`src/sv/snu_pkg.sv`:
```
// Package: request/response payload types, control struct and fixed widths.
package snu_pkg;

   localparam int COORD_WIDTH = 16;
   localparam int OUT_WIDTH   = 16;
   localparam int LANES       = 3;

   localparam logic KIND_CROSS = 1'b0;
   localparam logic KIND_PLANE = 1'b1;

   typedef struct packed {
      logic                          kind;
      logic signed [COORD_WIDTH-1:0] a_x;
      logic signed [COORD_WIDTH-1:0] a_y;
      logic signed [COORD_WIDTH-1:0] a_z;
      logic signed [COORD_WIDTH-1:0] b_x;
      logic signed [COORD_WIDTH-1:0] b_y;
      logic signed [COORD_WIDTH-1:0] b_z;
      logic signed [COORD_WIDTH-1:0] c_x;
      logic signed [COORD_WIDTH-1:0] c_y;
      logic signed [COORD_WIDTH-1:0] c_z;
   } req_type;

   typedef struct packed {
      logic signed [OUT_WIDTH-1:0] normal_x;
      logic signed [OUT_WIDTH-1:0] normal_y;
      logic signed [OUT_WIDTH-1:0] normal_z;
      logic                        degenerate;
   } rsp_type;

   typedef struct packed {
      logic             valid;
      logic [LANES-1:0] neg;
      logic             degenerate;
   } snu_ctl_type;

endpackage

```
`src/sv/snu_root_step.sv`:
```
// One registered bit step of the three-lane restoring root/quotient search.
module snu_root_step
   import snu_pkg::*;
#(
   parameter int SW  = 70,
   parameter int AW  = 101,
   parameter int QSW = 85,
   parameter int QW  = 15,
   parameter int BIT = 0
) (
   input  logic              clock,
   input  logic              reset,
   input  snu_ctl_type       ctl_in,
   input  logic [SW-1:0]     s_in,
   input  logic [AW-1:0]     rem_in [LANES],
   input  logic [QSW-1:0]    qs_in  [LANES],
   input  logic [QW-1:0]     q_in   [LANES],
   output snu_ctl_type       ctl_out,
   output logic [SW-1:0]     s_out,
   output logic [AW-1:0]     rem_out [LANES],
   output logic [QSW-1:0]    qs_out  [LANES],
   output logic [QW-1:0]     q_out   [LANES]
);

   snu_ctl_type    ctl_ff;
   logic [SW-1:0]  s_ff;
   logic [AW-1:0]  rem_ff [LANES];
   logic [QSW-1:0] qs_ff  [LANES];
   logic [QW-1:0]  q_ff   [LANES];
   logic [AW-1:0]  rem_in_next [LANES];
   logic [QSW-1:0] qs_in_next  [LANES];
   logic [QW-1:0]  q_in_next   [LANES];

   // try setting this bit: (q + 2^b)^2 s - q^2 s = 2^(b+1) q s + 2^(2b) s
   always_comb begin
      for (int i = 0; i < LANES; i++) begin
         logic [AW-1:0] delta;
         delta = (AW'(qs_in[i]) << (BIT + 1)) + (AW'(s_in) << (2 * BIT));
         if (delta <= rem_in[i]) begin
            rem_in_next[i] = rem_in[i] - delta;
            qs_in_next[i]  = qs_in[i] + (QSW'(s_in) << BIT);
            q_in_next[i]   = q_in[i] | (QW'(1) << BIT);
         end else begin
            rem_in_next[i] = rem_in[i];
            qs_in_next[i]  = qs_in[i];
            q_in_next[i]   = q_in[i];
         end
      end
   end

   always_ff @(posedge clock) begin
      if (reset) begin
         ctl_ff <= '0;
      end else begin
         ctl_ff <= ctl_in;
      end
   end

   always_ff @(posedge clock) begin
      s_ff   <= s_in;
      rem_ff <= rem_in_next;
      qs_ff  <= qs_in_next;
      q_ff   <= q_in_next;
   end

   assign ctl_out = ctl_ff;
   assign s_out   = s_ff;
   assign rem_out = rem_ff;
   assign qs_out  = qs_ff;
   assign q_out   = q_ff;

endmodule

```
`config.mk`:
```
export PLATFORM = sky130hd
export DESIGN_NAME = snu_root_step
export DESIGN_NICKNAME = d
export VERILOG_FILES = /design/src/sv/snu_pkg.sv /design/src/sv/snu_root_step.sv
export SDC_FILE = /design/constraint.sdc
export NUM_CORES = 2
export LEC_CHECK = 0
export BUFFER_PORTS_ARGS = -buffer_cell sky130_fd_sc_hd__buf_2
export CORE_AREA = 2 2 528 530
export CTS_BUF_LIST = sky130_fd_sc_hd__clkbuf_16
export DETAILED_ROUTE_END_ITERATION = 8
export DIE_AREA = 0 0 530 532
export GPL_TIMING_DRIVEN = 1
export PLACE_DENSITY = 0.42
export SLEW_MARGIN = 25
export SYNTH_ARGS = -nofsm -noshare
export SYNTH_HDL_FRONTEND = slang
export SYNTH_SLANG_ARGS = --single-unit
```
`constraint.sdc`:
```
create_clock -name clock -period 17.7 [get_ports clock]
set_clock_uncertainty 0.15 [all_clocks]
set_input_delay 3.54 -clock clock [delete_from_list [all_inputs] [get_ports clock]]
set_output_delay 3.54 -clock clock [all_outputs]
set_load 0.01 [all_outputs]
```
# ---- Yosys cells after proc, flatten, opt, wreduce, memory -nomap -nowiden
# Index checks and enable logic that the tools add are counted.
# W data, S select, Z words.
dict set report word_totals {
  register_bits 678
  word_cells 34
  input_bits 680
  output_inout_bits 678
}
dict set report classes {
  addsub 9
  mux 6
  magnitude_cmp 3
}
# cell n
set ops {}
lappend ops {{$le A87 B101 Y1} 3}
lappend ops {{$mux W101} 3}
lappend ops {{$sub A101 B87 Y101} 3}
lappend ops {{$add A86 B70 Y87} 3}
lappend ops {{$add A85 B70 Y85} 3}
lappend ops {{$mux W85} 3}

# ---- Logic depth before layout (Yosys ltp)
dict set report depth {
  depth_word 3
  depth_mapped 30
  depth_no_buf 28
}

# ---- Least setup slack after synthesis
# Ideal clock, no wire load.
dict set report synth_path {
  kind {input -> register}
  startpoint {input port s_in[28]}
  endpoint {register rem_ff, in the netlist rem_out[99]}
  setup_ps 72
  t_arrival_ps 9315
  required_ps 17478
  path_buffers 2
  path_slack_ps 8163
  cell_stages 26
  cell_sequence {ha_1 > buf_2 > a2111o_1 > a211o_1 > a21oi_1 > or3b_1 > a31oi_2 > o31ai_1 > a21o_1 > a31oi_2 > o22ai_1 > a221oi_1 > xor2_1 > ha_1 > clkbuf_1 > nand4_1 > nor3_1 > inv_1 > nor3_1 > nand4_1 > nor4_1 > nor3_2 > or3_4 > or4_4 > a211oi_2 > xor2_1}
}
# element line
set synth_rtl {}
lappend synth_rtl {{from (decl)} snu_root_step.sv:14} ;# input logic [SW-1:0] s_in,
lappend synth_rtl {{to (signal assigned)} snu_root_step.sv:61} ;# rem_ff <= rem_in_next;
lappend synth_rtl {{to (decl)} snu_root_step.sv:27} ;# logic [AW-1:0] rem_ff [LANES];

==> results by group <==
Synthesis
  • Top FF cell, synth: dfxtp_1
  • Synth cell types: 109
  • Post-synthesis cell count: between 8k and 9k
  • Area leader, netlist: dfxtp_1
  • Yosys warnings: 0
  • #FFs+latches synth: about 680
  • Post-synth EDFFs: 0
  • Ranking of synthesized cells by area: dfxtp_1 22%, ha_1 14%, a21oi_1 8.5%
  • Post-synth ARST share: 0%
  • Area share of the largest cell type after synthesis: between 20% and 30%
  • Mean Syn Cell Area: between 7 and 8 µm²
  • Sequential area share after synthesis: between 20 and 25%
  • Syn nets: roughly 9.4k
  • Mapped cell area: 61000 µm²

Worst setup path
  • Crit path required time: 18250 ps
  • Startpoint Class: primary input
  • Worst Path Arrival: between 10000 and 15000 ps
  • WS Path Type: primary input to register
  • Critical Path Fanout Max: roughly 140
  • Crit. End Element: register

Floorplanning
  • Die area: ~280000 µm²
  • I/O pins: 1358
  • CORE AREA: roughly 280000 µm²
  • Die X: 530 µm
  • Die H: 532 µm
  • Initial core utilization: approximately 22%
  • # rows: around 190

Global routing
  • Largest net degree at the start of global routing: 140
  • Global Route Usage Sum: roughly a quarter
  • First-pass GRT wire length: 504 mm
  • Initial antenna violation count: 166
  • Vias in the first global route: roughly 67k
  • GRT overflow: 0

Final layout
  • Nets: roughly 11k
  • Commonest non-fill, non-tap cell in the layout: buf_2
  • Finished Cell Area: around 75000 µm²
  • Most frequent cells in the layout: 1357 x buf_2, 1035 x a21oi_1, 806 x nand2_1, 678 x ha_1, 678 x dfxtp_1
  • Layout cells sized above 1: ~18%
  • Final Util: between 20% and 30%
  • Area added between synthesis and finish: 22.8%

Clock network
  • Root buf cell: clkbuf_16
  • Hold buffer count at cts: 0
  • Max clock buf depth: 4
  • TritonCTS Buffers: between 100 and 150
  • Post-CTS sizing: 0
  • # H-tree levels: 3
  • CTS tree: yes
  • Buffers inserted by post-CTS timing repair: 0
  • Clk sinks: 678
  • Worst-path clk slew: around 60 ps

Pwr
  • Net Sw Power: between 3 and 4 mW
  • Pwr/cell area: approximately 110 nW/µm²
  • Comb pwr share: 48.1%
  • Sequential share of power: a little over a quarter
  • P_int: about 4.6 mW
  • VDD IR max: about 0.083 mV
  • Leakage: 33.2 nW
  • Power share of the clock group: between 20 and 30%
  • Switching part of the total: a little under half

Detailed routing
  • DR vias: 66.8k
  • Initial DRC Count: just over 5k
  • Residual DRC: 0
  • Vias/cell: 5.11
  • Final wirelength: about 370 mm
  • Detailed Routing Iterations Pass 1: 6
  • Final ANT Viol Nets: 0
  • Routed wire length per instance: 28.1 µm

Timing
  • Final worst slack: 6280 ps
  • Max transition margin: about a quarter
  • Final setup vio count: 0
  • Worst slew pin tran: between 1000 and 1500 ps
  • Final period utilization: 64.5%
  • Final Critical Period: around 11000 ps
  • RSZ-0062 raised after global routing: no
  • Endpoints failing hold: 0
  • Setup TNS: 0 ps
  • Max Slew Vio Count: 0
  • Min Hold Slack: between 2000 and 3000 ps
  • Fmax: slightly below 90 MHz

Placement
  • Placed inst area: 71300 µm²
  • Placer Congestion: approximately 0.99
  • IO buf count: around 1.4k
  • HPWL after DPL: ~310 mm
  • DP Worst Slack: roughly 5300 ps

Min path
  • HP Class: primary input to register

Job
  • Total of max-cap violations: 0

Status
  • Status: finished clean
[registers in the layout (all words and copies together) (netlist names)]
| name | count |
|---|---|
| qs_out | 255 |
| s_out | 70 |
| ctl_out | 5 |
| rem_out | 303 |
| q_out | 45 |
[area by class of cell]
type                            count  area (µm²)
Timing Repair Buffer             1417        7250
Fill cell                       30590      201000
Tap cell                         3705        4640
Clock buffer                      107        2680
Multi-Input combinational cell   6789       45100
Antenna cell                       78         195
Clock inverter                     81         644
Inverter                          214         803
Sequential cell                   678       13600
[per-layer routing]
layer | GRT usage [%] | wire length [µm] | vias to the layer above
li1 | - | - | 31745
met1 | 29.7 | 151000 | 31938
met2 | 41.7 | 174000 | 2517
met3 | 4.93 | 23300 | 597
met4 | 13.3 | 19500 | 28
met5 | 0 | 195 | -
[worst paths after layout]
path / cells past startpoint / endpoint / start
worst max-delay path: 25 / qs_out[197] / s_in[2]
worst min-delay path: 1 / s_out[30] / s_in[30]
[Yosys cell counts, types with 84 or more instances]
cell type / number
o21ai_0: 555
nand2_1: 806
nand3_1: 145
o21bai_1: 155
nor3_1: 128
xnor2_1: 414
nor2_1: 656
dfxtp_1: 678
a21oi_1: 1035
xor2_1: 364
o21ai_1: 90
a21o_1: 422
inv_1: 214
a31oi_1: 84
ha_1: 678
clkbuf_1: 323
nand4_1: 243
[critical path, stage by stage]
cell      delay [ps]
buf_2            180
inv_1            290
fa_1             310
nor2b_1           80
o31a_1           260
o21a_1           200
o211a_1          250
a21oi_1          390
o221ai_1         350
a21oi_1          470
nor4_1           130
nor2_1           360
o221ai_1         240
a211oi_1         320
xor2_1           140
ha_1             460
nand2_1          270
nor3_1           610
nand4_1          210
or2_0            540
nor4_1           370
a311o_1          270
a41o_4           720
buf_12           480
a21oi_1          200
[power groups by stage]
stage,sequential (mW),clock (mW),combinational [mW]
after floorplan,2.32,0,2.13
after global placement,2.31,0,4.02
after detailed placement,2.30,0,4.01
after CTS,2.27,2.19,4.03
after global routing,2.29,2.24,4.37
final,2.26,2.11,4.05
[logic make-up (layout without fill, tap and decap cells)]
group | count (synthesis) | after routing | synth area share [%]
other | 0 | 78 | 0
AND/OR/NAND/NOR | 2447 | 2447 | 18.9
XOR/XNOR | 778 | 778 | 11.2
buffers and inverters | 611 | 1819 | 3.94
adder cells (fa/ha/maj) | 687 | 687 | 14.2
AO/OA/AOI/OAI | 2862 | 2862 | 29.2
flip-flops | 678 | 678 | 22.3
multiplexers | 15 | 15 | 0.273
[through the flow]
step / std cells / power, mW
after floorplan: 8078 / 4.45
after global placement: 12803 / 6.33
after detailed placement: 12803 / 6.30
after CTS: 12991 / 8.49
after global routing: 13036 / 8.89
final: 13069 / 8.42
Power figures use the tool's default switching activity.
